### src/rtl/core/dpsd_pkg.sv
// Shared types, constants and field-form functions for the delta pair stream decoder.
package dpsd_pkg;

    localparam int unsigned BYTE_W     = 8;
    localparam int unsigned VALUE_W    = 64;
    localparam int unsigned CFG_DATA_W = 32;
    localparam int unsigned PTR_W      = 5;
    localparam int unsigned COUNT_W    = 32;

    // Register indexes of the configuration port.
    localparam logic CFG_POINTER_BYTES = 1'b0;
    localparam logic CFG_PAIR_COUNT    = 1'b1;

    localparam logic [PTR_W-1:0] POINTER_BYTES_RESET = 5'd8;

    // Highest legal id form code in the low nibble of a type byte.
    localparam logic [3:0] ID_FORM_MAX = 4'd7;

    typedef enum logic [2:0] {
        FORM_RAW   = 3'd0,
        FORM_INC   = 3'd1,
        FORM_ADD8  = 3'd2,
        FORM_SUB8  = 3'd3,
        FORM_ADD16 = 3'd4,
        FORM_SUB16 = 3'd5,
        FORM_ABS16 = 3'd6,
        FORM_ABS32 = 3'd7
    } form_t;

    // Commands from the controller to the datapath.
    typedef struct packed {
        logic load_type;
        logic load_byte;
        logic finish_id;
        logic div_start;
        logic calc;
        logic emit;
        logic emit_bad;
    } dp_cmd_t;

    // Status from the datapath to the controller.
    typedef struct packed {
        logic type_bad;
        logic type_id_empty;
        logic id_done;
        logic off_done;
        logic off_empty;
        logic scaled;
        logic div_done;
    } dp_status_t;

    // Number of operand bytes that follow for a field form.
    function automatic logic [3:0] form_len(input logic [2:0] form);
        logic [3:0] len;
        unique case (form_t'(form)) inside
            FORM_RAW:                          len = 4'd8;
            FORM_INC:                          len = 4'd0;
            FORM_ADD8, FORM_SUB8:              len = 4'd1;
            FORM_ADD16, FORM_SUB16, FORM_ABS16: len = 4'd2;
            FORM_ABS32:                        len = 4'd4;
            default:                           len = 4'd0;
        endcase
        return len;
    endfunction

    function automatic logic [VALUE_W-1:0] apply_form(
        input logic [2:0]         form,
        input logic [VALUE_W-1:0] prev,
        input logic [VALUE_W-1:0] v
    );
        logic [VALUE_W-1:0] res;
        unique case (form_t'(form)) inside
            FORM_INC:              res = prev + 64'd1;
            FORM_ADD8, FORM_ADD16: res = prev + v;
            FORM_SUB8, FORM_SUB16: res = prev - v;
            default:               res = v;
        endcase
        return res;
    endfunction

endpackage

### src/rtl/core/dpsd_divider.sv
// Iterative divider of a 64-bit value by a 5-bit divisor, eight quotient bits per cycle.
module dpsd_divider (
    input  logic                         clk,
    input  logic                         rst_n,
    input  logic                         start,
    input  logic [dpsd_pkg::VALUE_W-1:0] dividend,
    input  logic [dpsd_pkg::PTR_W-1:0]   divisor,
    output logic [dpsd_pkg::VALUE_W-1:0] quotient,
    output logic                         done
);
    import dpsd_pkg::*;

    localparam int unsigned BITS_PER_CYCLE = 8;
    localparam int unsigned CYCLES         = VALUE_W / BITS_PER_CYCLE;
    localparam int unsigned CNT_W          = $clog2(CYCLES);
    localparam logic [CNT_W-1:0] CNT_LAST  = CNT_W'(CYCLES - 1);

    logic [VALUE_W-1:0]        num_reg;
    logic [VALUE_W-1:0]        quot_reg;
    logic [PTR_W-1:0]          rem_reg;
    logic [CNT_W-1:0]          cnt_reg;
    logic                      busy_reg;
    logic                      done_reg;
    logic [PTR_W-1:0]          rem_next;
    logic [BITS_PER_CYCLE-1:0] qbits;

    // Restoring division; the remainder always stays below the divisor.
    always_comb
    begin
        logic [PTR_W:0] trial;
        rem_next = rem_reg;
        qbits    = '0;
        for (int i = 0; i < BITS_PER_CYCLE; i++)
        begin
            trial = {rem_next, num_reg[VALUE_W-1-i]};
            if (trial >= {1'b0, divisor})
            begin
                qbits[BITS_PER_CYCLE-1-i] = 1'b1;
                rem_next = PTR_W'(trial - {1'b0, divisor});
            end
            else
            begin
                rem_next = trial[PTR_W-1:0];
            end
        end
    end

    always_ff @(posedge clk or negedge rst_n)
    begin
        if (!rst_n)
        begin
            busy_reg <= 1'b0;
            done_reg <= 1'b0;
            cnt_reg  <= '0;
            num_reg  <= '0;
            quot_reg <= '0;
            rem_reg  <= '0;
        end
        else
        begin
            done_reg <= 1'b0;
            if (start)
            begin
                num_reg  <= dividend;
                quot_reg <= '0;
                rem_reg  <= '0;
                cnt_reg  <= '0;
                busy_reg <= 1'b1;
            end
            else if (busy_reg)
            begin
                num_reg  <= num_reg << BITS_PER_CYCLE;
                quot_reg <= {quot_reg[VALUE_W-BITS_PER_CYCLE-1:0], qbits};
                rem_reg  <= rem_next;
                cnt_reg  <= cnt_reg + 1'b1;
                if (cnt_reg == CNT_LAST)
                begin
                    busy_reg <= 1'b0;
                    done_reg <= 1'b1;
                end
            end
        end
    end

    assign quotient = quot_reg;
    assign done     = done_reg;

endmodule

### src/rtl/core/dpsd_datapath.sv
// Datapath: configuration registers, field accumulation, id and offset arithmetic, result register.
module dpsd_datapath (
    input  logic                            clk,
    input  logic                            rst_n,
    input  dpsd_pkg::dp_cmd_t               cmd,
    output dpsd_pkg::dp_status_t            status,
    input  logic [dpsd_pkg::BYTE_W-1:0]     stream_byte,
    input  logic                            cfg_we,
    input  logic                            cfg_index,
    input  logic [dpsd_pkg::CFG_DATA_W-1:0] cfg_data,
    output logic [dpsd_pkg::VALUE_W-1:0]    decoded_id,
    output logic [dpsd_pkg::VALUE_W-1:0]    decoded_offset,
    output logic                            bad_type,
    output logic                            last_pair
);
    import dpsd_pkg::*;

    logic [PTR_W-1:0]   pointer_bytes_reg;
    logic [COUNT_W-1:0] pair_count_reg;
    logic [BYTE_W-1:0]  record_type_reg;
    logic [2:0]         byte_index_reg;
    logic [VALUE_W-1:0] acc_reg;
    logic [VALUE_W-1:0] prev_id_reg;
    logic [VALUE_W-1:0] prev_off_reg;
    logic [VALUE_W-1:0] cur_id_reg;
    logic [COUNT_W-1:0] records_done_reg;
    logic [VALUE_W-1:0] off_pre_reg;
    logic [VALUE_W-1:0] out_id_reg;
    logic [VALUE_W-1:0] out_off_reg;
    logic               out_bad_reg;
    logic               out_last_reg;

    logic [PTR_W-1:0]         divisor;
    logic [VALUE_W-1:0]       quotient;
    logic                     div_done;
    logic [VALUE_W-1:0]       off_base;
    logic [VALUE_W+PTR_W-1:0] product;
    logic [VALUE_W-1:0]       off_final;
    logic [COUNT_W-1:0]       records_done_next;
    logic [3:0]               index_plus_one;

    // A pointer size of zero behaves as one.
    assign divisor = (pointer_bytes_reg == '0) ? PTR_W'(1) : pointer_bytes_reg;

    dpsd_divider u_divider (
        .clk      (clk),
        .rst_n    (rst_n),
        .start    (cmd.div_start),
        .dividend (prev_off_reg),
        .divisor  (divisor),
        .quotient (quotient),
        .done     (div_done)
    );

    assign index_plus_one = {1'b0, byte_index_reg} + 4'd1;

    assign status.type_bad      = stream_byte[3:0] > ID_FORM_MAX;
    assign status.type_id_empty = form_len(stream_byte[2:0]) == 4'd0;
    assign status.id_done       = index_plus_one >= form_len(record_type_reg[2:0]);
    assign status.off_done      = index_plus_one >= form_len(record_type_reg[6:4]);
    assign status.off_empty     = form_len(record_type_reg[6:4]) == 4'd0;
    assign status.scaled        = record_type_reg[7];
    assign status.div_done      = div_done;

    assign off_base          = record_type_reg[7] ? quotient : prev_off_reg;
    assign product           = off_pre_reg * divisor;
    assign off_final         = record_type_reg[7] ? product[VALUE_W-1:0] : off_pre_reg;
    assign records_done_next = records_done_reg + 32'd1;

    always_ff @(posedge clk or negedge rst_n)
    begin
        if (!rst_n)
        begin
            pointer_bytes_reg <= POINTER_BYTES_RESET;
            pair_count_reg    <= '0;
            record_type_reg   <= '0;
            byte_index_reg    <= '0;
            acc_reg           <= '0;
            prev_id_reg       <= '0;
            prev_off_reg      <= '0;
            cur_id_reg        <= '0;
            records_done_reg  <= '0;
            off_pre_reg       <= '0;
            out_id_reg        <= '0;
            out_off_reg       <= '0;
            out_bad_reg       <= 1'b0;
            out_last_reg      <= 1'b0;
        end
        else
        begin
            if (cfg_we)
            begin
                unique case (cfg_index)
                    CFG_POINTER_BYTES: pointer_bytes_reg <= cfg_data[PTR_W-1:0];
                    CFG_PAIR_COUNT:    pair_count_reg    <= cfg_data[COUNT_W-1:0];
                    default:           pair_count_reg    <= pair_count_reg;
                endcase
            end

            if (cmd.load_type)
            begin
                record_type_reg <= stream_byte;
                acc_reg         <= '0;
                byte_index_reg  <= '0;
            end

            // Fields are little-endian; the accumulator is clear at field start.
            if (cmd.load_byte)
            begin
                acc_reg[{byte_index_reg, 3'b000} +: BYTE_W] <= stream_byte;
                byte_index_reg <= byte_index_reg + 3'd1;
            end

            if (cmd.finish_id)
            begin
                cur_id_reg     <= apply_form(record_type_reg[2:0], prev_id_reg, acc_reg);
                acc_reg        <= '0;
                byte_index_reg <= '0;
            end

            if (cmd.calc)
            begin
                off_pre_reg <= apply_form(record_type_reg[6:4], off_base, acc_reg);
            end

            if (cmd.emit)
            begin
                out_id_reg       <= cur_id_reg;
                out_off_reg      <= off_final;
                out_bad_reg      <= 1'b0;
                out_last_reg     <= records_done_next == pair_count_reg;
                prev_off_reg     <= off_final;
                prev_id_reg      <= cur_id_reg;
                records_done_reg <= records_done_next;
            end

            if (cmd.emit_bad)
            begin
                out_id_reg   <= '0;
                out_off_reg  <= '0;
                out_bad_reg  <= 1'b1;
                out_last_reg <= 1'b0;
            end
        end
    end

    assign decoded_id     = out_id_reg;
    assign decoded_offset = out_off_reg;
    assign bad_type       = out_bad_reg;
    assign last_pair      = out_last_reg;

endmodule

### src/rtl/core/dpsd_ctrl.sv
// Controller state machine: record parsing phases, divider sequencing and output handshake.
module dpsd_ctrl (
    input  logic                 clk,
    input  logic                 rst_n,
    input  logic                 s_tvalid,
    output logic                 s_tready,
    output logic                 m_tvalid,
    input  logic                 m_tready,
    input  dpsd_pkg::dp_status_t status,
    output dpsd_pkg::dp_cmd_t    cmd
);
    import dpsd_pkg::*;

    typedef enum logic [2:0] {
        ST_TYPE,
        ST_ID,
        ST_IDFIN,
        ST_OFF,
        ST_DIV,
        ST_CALC,
        ST_EMIT
    } state_t;

    state_t state_reg;
    state_t state_next;
    logic   halted_reg;
    logic   halted_next;
    logic   out_valid_reg;
    logic   out_valid_next;
    logic   slot_free;
    logic   accept;

    assign slot_free = !out_valid_reg || m_tready;
    assign accept    = s_tvalid && s_tready;

    always_comb
    begin
        unique case (state_reg)
            ST_TYPE:        s_tready = halted_reg || slot_free;
            ST_ID, ST_OFF:  s_tready = 1'b1;
            default:        s_tready = 1'b0;
        endcase
    end

    always_comb
    begin
        cmd            = '0;
        state_next     = state_reg;
        halted_next    = halted_reg;
        out_valid_next = out_valid_reg && !m_tready;

        unique case (state_reg)
            ST_TYPE:
            begin
                // After a bad type byte every item is dropped until reset.
                if (accept && !halted_reg)
                begin
                    if (status.type_bad)
                    begin
                        cmd.emit_bad   = 1'b1;
                        halted_next    = 1'b1;
                        out_valid_next = 1'b1;
                    end
                    else
                    begin
                        cmd.load_type = 1'b1;
                        state_next    = status.type_id_empty ? ST_IDFIN : ST_ID;
                    end
                end
            end
            ST_ID:
            begin
                if (accept)
                begin
                    cmd.load_byte = 1'b1;
                    if (status.id_done)
                    begin
                        state_next = ST_IDFIN;
                    end
                end
            end
            ST_IDFIN:
            begin
                cmd.finish_id = 1'b1;
                if (!status.off_empty)
                begin
                    state_next = ST_OFF;
                end
                else if (status.scaled)
                begin
                    cmd.div_start = 1'b1;
                    state_next    = ST_DIV;
                end
                else
                begin
                    state_next = ST_CALC;
                end
            end
            ST_OFF:
            begin
                if (accept)
                begin
                    cmd.load_byte = 1'b1;
                    if (status.off_done)
                    begin
                        cmd.div_start = status.scaled;
                        state_next    = status.scaled ? ST_DIV : ST_CALC;
                    end
                end
            end
            ST_DIV:
            begin
                if (status.div_done)
                begin
                    state_next = ST_CALC;
                end
            end
            ST_CALC:
            begin
                cmd.calc   = 1'b1;
                state_next = ST_EMIT;
            end
            ST_EMIT:
            begin
                if (slot_free)
                begin
                    cmd.emit       = 1'b1;
                    out_valid_next = 1'b1;
                    state_next     = ST_TYPE;
                end
            end
            default:
            begin
                state_next = ST_TYPE;
            end
        endcase
    end

    always_ff @(posedge clk or negedge rst_n)
    begin
        if (!rst_n)
        begin
            state_reg     <= ST_TYPE;
            halted_reg    <= 1'b0;
            out_valid_reg <= 1'b0;
        end
        else
        begin
            state_reg     <= state_next;
            halted_reg    <= halted_next;
            out_valid_reg <= out_valid_next;
        end
    end

    assign m_tvalid = out_valid_reg;

`ifndef ASSERT_OFF
    // A type byte is only taken while the result register can absorb a bad-type result.
    a_type_slot: assert property (@(posedge clk) disable iff (!rst_n)
        (s_tready && !halted_reg && state_reg == ST_TYPE) |-> slot_free)
        else $error("type byte accepted with output register busy");

    a_halt_sticky: assert property (@(posedge clk) disable iff (!rst_n)
        halted_reg |=> halted_reg)
        else $error("halt cleared without reset");

    a_halt_result: assert property (@(posedge clk) disable iff (!rst_n)
        $rose(halted_reg) |-> out_valid_reg)
        else $error("halt entered without a bad-type result");

    a_div_exit: assert property (@(posedge clk) disable iff (!rst_n)
        (state_reg == ST_DIV) |=> (state_reg == ST_DIV || state_reg == ST_CALC))
        else $error("divider wait left to an unexpected state");
`endif

endmodule

### src/rtl/core/delta_pair_stream_decoder_top.sv
// Top level of the delta pair stream decoder: controller, datapath and port packing.
//
// Usage:
//   The slave channel (s_tvalid, s_tready, s_tdata) takes one stream byte per item.
//   Each record is a type byte followed by the little-endian id and offset operands.
//   The master channel (m_tvalid, m_tready, m_tdata, m_tuser, m_tlast) gives one
//   item per completed record: m_tdata holds the id and the scaled offset, m_tuser
//   flags a bad type byte and m_tlast marks the pair that reaches pair_count.
//   Registers are written through cfg_we, cfg_index and cfg_data while idle.
// Timing:
//   Operand bytes are taken one per cycle, but none in ST_IDFIN between id and offset.
//   The last offset byte leads to ST_CALC, then ST_EMIT, which registers the result
//   once the result register is free; with no offset bytes ST_IDFIN resolves the id
//   first. Type bit 7 adds ST_DIV for the 64-by-5 bit divider (eight quotient bits per
//   cycle). A bad type byte gives its result in the cycle after it is taken.
// Reset and stalls:
//   Reset clears all state, sets pointer_bytes to 8 and pair_count to 0.
//   While a result waits on m_tready, operand bytes keep flowing; a new type byte
//   or a record's completion waits until the result register is free.
module delta_pair_stream_decoder_top (
    input  logic                            clk,
    input  logic                            rst_n,
    // s_tdata: stream_byte[7:0]
    input  logic                            s_tvalid,
    output logic                            s_tready,
    input  logic [7:0]                      s_tdata,
    // m_tdata: decoded_id[63:0], decoded_offset[127:64]
    output logic                            m_tvalid,
    input  logic                            m_tready,
    output logic [127:0]                    m_tdata,
    // m_tuser: bad_type[0]
    output logic                            m_tuser,
    output logic                            m_tlast,
    input  logic                            cfg_we,
    input  logic                            cfg_index,
    input  logic [dpsd_pkg::CFG_DATA_W-1:0] cfg_data
);
    import dpsd_pkg::*;

    dp_cmd_t            cmd;
    dp_status_t         status;
    logic [VALUE_W-1:0] decoded_id;
    logic [VALUE_W-1:0] decoded_offset;

    dpsd_ctrl u_ctrl (
        .clk      (clk),
        .rst_n    (rst_n),
        .s_tvalid (s_tvalid),
        .s_tready (s_tready),
        .m_tvalid (m_tvalid),
        .m_tready (m_tready),
        .status   (status),
        .cmd      (cmd)
    );

    dpsd_datapath u_datapath (
        .clk            (clk),
        .rst_n          (rst_n),
        .cmd            (cmd),
        .status         (status),
        .stream_byte    (s_tdata),
        .cfg_we         (cfg_we),
        .cfg_index      (cfg_index),
        .cfg_data       (cfg_data),
        .decoded_id     (decoded_id),
        .decoded_offset (decoded_offset),
        .bad_type       (m_tuser),
        .last_pair      (m_tlast)
    );

    assign m_tdata = {decoded_offset, decoded_id};

endmodule

### config.mk
export PLATFORM = sky130hd
export DESIGN_NAME = delta_pair_stream_decoder_top
export DESIGN_NICKNAME = d
export VERILOG_FILES = /design/src/rtl/core/dpsd_pkg.sv /design/src/rtl/core/dpsd_divider.sv /design/src/rtl/core/dpsd_datapath.sv /design/src/rtl/core/dpsd_ctrl.sv /design/src/rtl/core/delta_pair_stream_decoder_top.sv
export SDC_FILE = /design/constraint.sdc
export NUM_CORES = 2
export LEC_CHECK = 0
export ABC_AREA = 1
export BUFFER_PORTS_ARGS = -buffer_cell sky130_fd_sc_hd__buf_4
export CAP_MARGIN = 20
export CORE_ASPECT_RATIO = 1.4
export CORE_MARGIN = 2
export CORE_UTILIZATION = 45
export DETAILED_ROUTE_END_ITERATION = 7
export PLACE_DENSITY = 0.65
export RECOVER_POWER = 100
export SLEW_MARGIN = 0
export SYNTH_ARGS = -nofsm -noshare
export SYNTH_HDL_FRONTEND = slang
export SYNTH_SLANG_ARGS = --single-unit
### constraint.sdc
create_clock -name clk -period 16 [get_ports clk]
set_clock_uncertainty 0.15 [all_clocks]
set_input_delay 1.6 -clock clk [delete_from_list [all_inputs] [get_ports clk]]
set_output_delay 1.6 -clock clk [all_outputs]
set_load 0.1 [all_outputs]
==> impl_metrics.json <==
{
  "status": "complete, but fails checks",
  "violations": "max-capacitance violations, max-slew violations",
  "synth.distinct_cells": 61,
  "worst_pin_slew_ps": 6910,
  "synth_top_area_share_pct": 32.6,
  "yosys-top-cells-area": "dfrtp_1 (33%), nand2_1 (11%), inv_1 (8.5%)",
  "drive_above_1_share_pct": 3.99,
  "firstDrtPassIters": 6,
  "grt_max_degree": 144,
  "num_rows": 146,
  "synth-main-ff-cell": "dfrtp_1",
  "cts.sinks": 672,
  "hold_path.class": "flip-flop to flip-flop",
  "synth_top_family_by_area": "compound AO/OA/AOI/OAI gates",
  "gp_congestion": 0.986,
  "synth_largest_area_cell": "dfrtp_1",
  "nNetsFinal": 7496,
  "arrival_ps": 15100,
  "dieArea_sq_um": 117000,
  "wire_per_inst_microns": 22.0,
  "cts_hold_buf": 0,
  "min_period_ps": 14720,
  "muxShareOfSynthArea_pct": 0.218,
  "slew_headroom_pct": -361,
  "synth_cells": 6991,
  "cts_buffers": 72,
  "synth_seq_cells": 672,
  "antenna_found_initial": 5,
  "cts_setup_buffers": 0,
  "grtUsageTotal_pct": 31.9,
  "mostFrequentLayoutCells": "nand2_1 (1449), inv_1 (1170), o21ai_0 (725)",
  "synth_xor_area_share_pct": 4.45,
  "grt.overflow.total": 0,
  "drc": 0,
  "netlist_area_sq_um": 51600,
  "crit_type": "flip-flop to flip-flop",
  "cp.required_ps": 16380,
  "ff_latch_area_sq_um": 16800,
  "async_flop_share_pct": 100,
  "numPortBuffers": 177,
  "multi_input_area_sq_um": 29300,
  "crit_path_top_delay_cell": "dfstp_2",
  "reg2regPathDepth": 76,
  "die_w_microns": 290,
  "cp_common_cell": "inv_1",
  "synth_nets": 7473,
  "cp_max_fo": 9,
  "synth-compound-area-share_pct": 19.6,
  "finalSetupViolCount": 0,
  "drt-total-wl_microns": 188000,
  "fin_setup_tns_ps": 0,
  "drt_iter0_markers": 3691,
  "fmax_mhz": 67.9,
  "final_common_cell": "nand2_1",
  "nFillCells": 11600,
  "min_path_cells": 2,
  "rsz0062_at_grt": "no",
  "avgSynthCellArea_sq_um": 7.37,
  "yosys.area_share.simple_pct": 19.1,
  "grt_pass1_vias": 48400,
  "slowest_delay_ps": 520,
  "cts_resized": 0,
  "synth_edf_count": 0,
  "cts_max_level": 3,
  "hold_violations": 0,
  "critPathLaunchType": "flip-flop",
  "synth_fa_ha_area_share_pct": 13.3,
  "die-height_microns": 404,
  "endpoint_kind": "flip-flop",
  "cap_violations": 22,
  "viasPerCell": 5.65,
  "cts_tree": "done",
  "grt_first_pass_wirelength_microns": 287000,
  "num_io_pins": 178,
  "vias": 48300,
  "dp_hpwl_microns": 149000,
  "clk_latency_ps": 680,
  "yosysSeqAreaShare_pct": 32.6,
  "synthToLayoutAreaGrowth_pct": 8.63,
  "instances_no_fill": 8549,
  "cts_root_buf": "clkbuf_16",
  "detail-route-antenna-nets": 0,
  "ys_warn_count": 0,
  "place_inst": 8419,
  "start_util_pct": 45.4,
  "slew_viol_final": 1271,
  "coreArea_sq_um": 113000,
  "finalCritPeriodShare_pct": 92.0,
  "cts.clk_slew.worst_paths_ps": 60,
  "clock_path_buffers": 3
}
## Yosys cell counts (23+ instances only)
cell,instances
o21ai_0,698
nand3_1,211
clkbuf_1,264
o221ai_1,35
nor4_1,44
ha_1,247
a21oi_1,527
o22ai_1,111
nor3_1,60
xor2_1,177
nor2_1,475
a21o_1,23
o21ai_1,34
inv_1,1172
a31oi_1,73
fa_1,189
nand4_1,52
xnor2_1,85
dfrtp_1,671
nand2_1,1450
a22oi_1,61
a21boi_0,27
o211ai_1,95
## routing by layer
metal	global-route usage (%)	part of all wire, %
met5	0	0.010
met2	55.0	48
met1	39.2	41
met3	2.97	4.8
met4	18.2	6.4
## through the flow
| stage | hold slack (ps) | area [sq um] | utilization (%) | worst slack [ps] |
|---|---|---|---|---|
| 6_report | 324 | 56000 | 49.4 | 1280 |
| 5_1_grt | 345 | 56000 | 49.4 | 63.7 |
| 4_1_cts | 333 | 56600 | 49.9 | 1250 |
| 3_5_place_dp | 317 | 54200 | 47.8 | 1270 |
| 3_3_place_gp | 313 | 54200 | 47.8 | 1190 |
| 2_1_floorplan | 298 | 51600 | - | 2900 |
## layout make-up
class / instances / area share (%)
Antenna cell: 3 / 0.0134
Clock buffer: 92 / 3.50
Clock inverter: 34 / 0.813
Inverter: 1183 / 7.94
Multi-Input combinational cell: 4854 / 52.3
Sequential cell: 672 / 30.0
Tap cell: 1480 / 3.31
Timing Repair Buffer: 231 / 2.13
## path summary, 6_finish.rpt
path                                                       from                                to  slack, ps
worst max-delay path            u_datapath.pointer_bytes_reg[3]   u_datapath.u_divider.rem_reg[1]       1280
worst min-delay path               u_datapath.decoded_offset[7]      u_datapath.decoded_offset[7]        320
worst max register to register  u_datapath.pointer_bytes_reg[3]   u_datapath.u_divider.rem_reg[1]       1280
worst min register to register     u_datapath.decoded_offset[7]      u_datapath.decoded_offset[7]        320
max in group asynchronous                                 rst_n  u_datapath.u_divider.num_reg[42]       2790
min in group asynchronous                                 rst_n     u_datapath.pair_count_reg[28]       2530
## logic make-up after synthesis
logic type               after synthesis
AND/OR/NAND/NOR                     2363
AO/OA/AOI/OAI                       1783
buffers and inverters               1465
flip-flops                           672
adder cells (fa/ha/maj)              436
XOR/XNOR                             262
multiplexers                          10
## critical path: cells and delay by family (launching register included)
| family | cells | cell delay (ps) |
|---|---|---|
| AO/OA/AOI/OAI | 16 | 3470 |
| adder cells (fa/ha/maj) | 9 | 3610 |
| buffers and inverters | 15 | 1470 |
| flip-flops | 1 | 520 |
| AND/OR/NAND/NOR | 36 | 5350 |
Power is not shown: default switching activity piles up to over one toggle a cycle in this logic, so the estimate is an artifact.
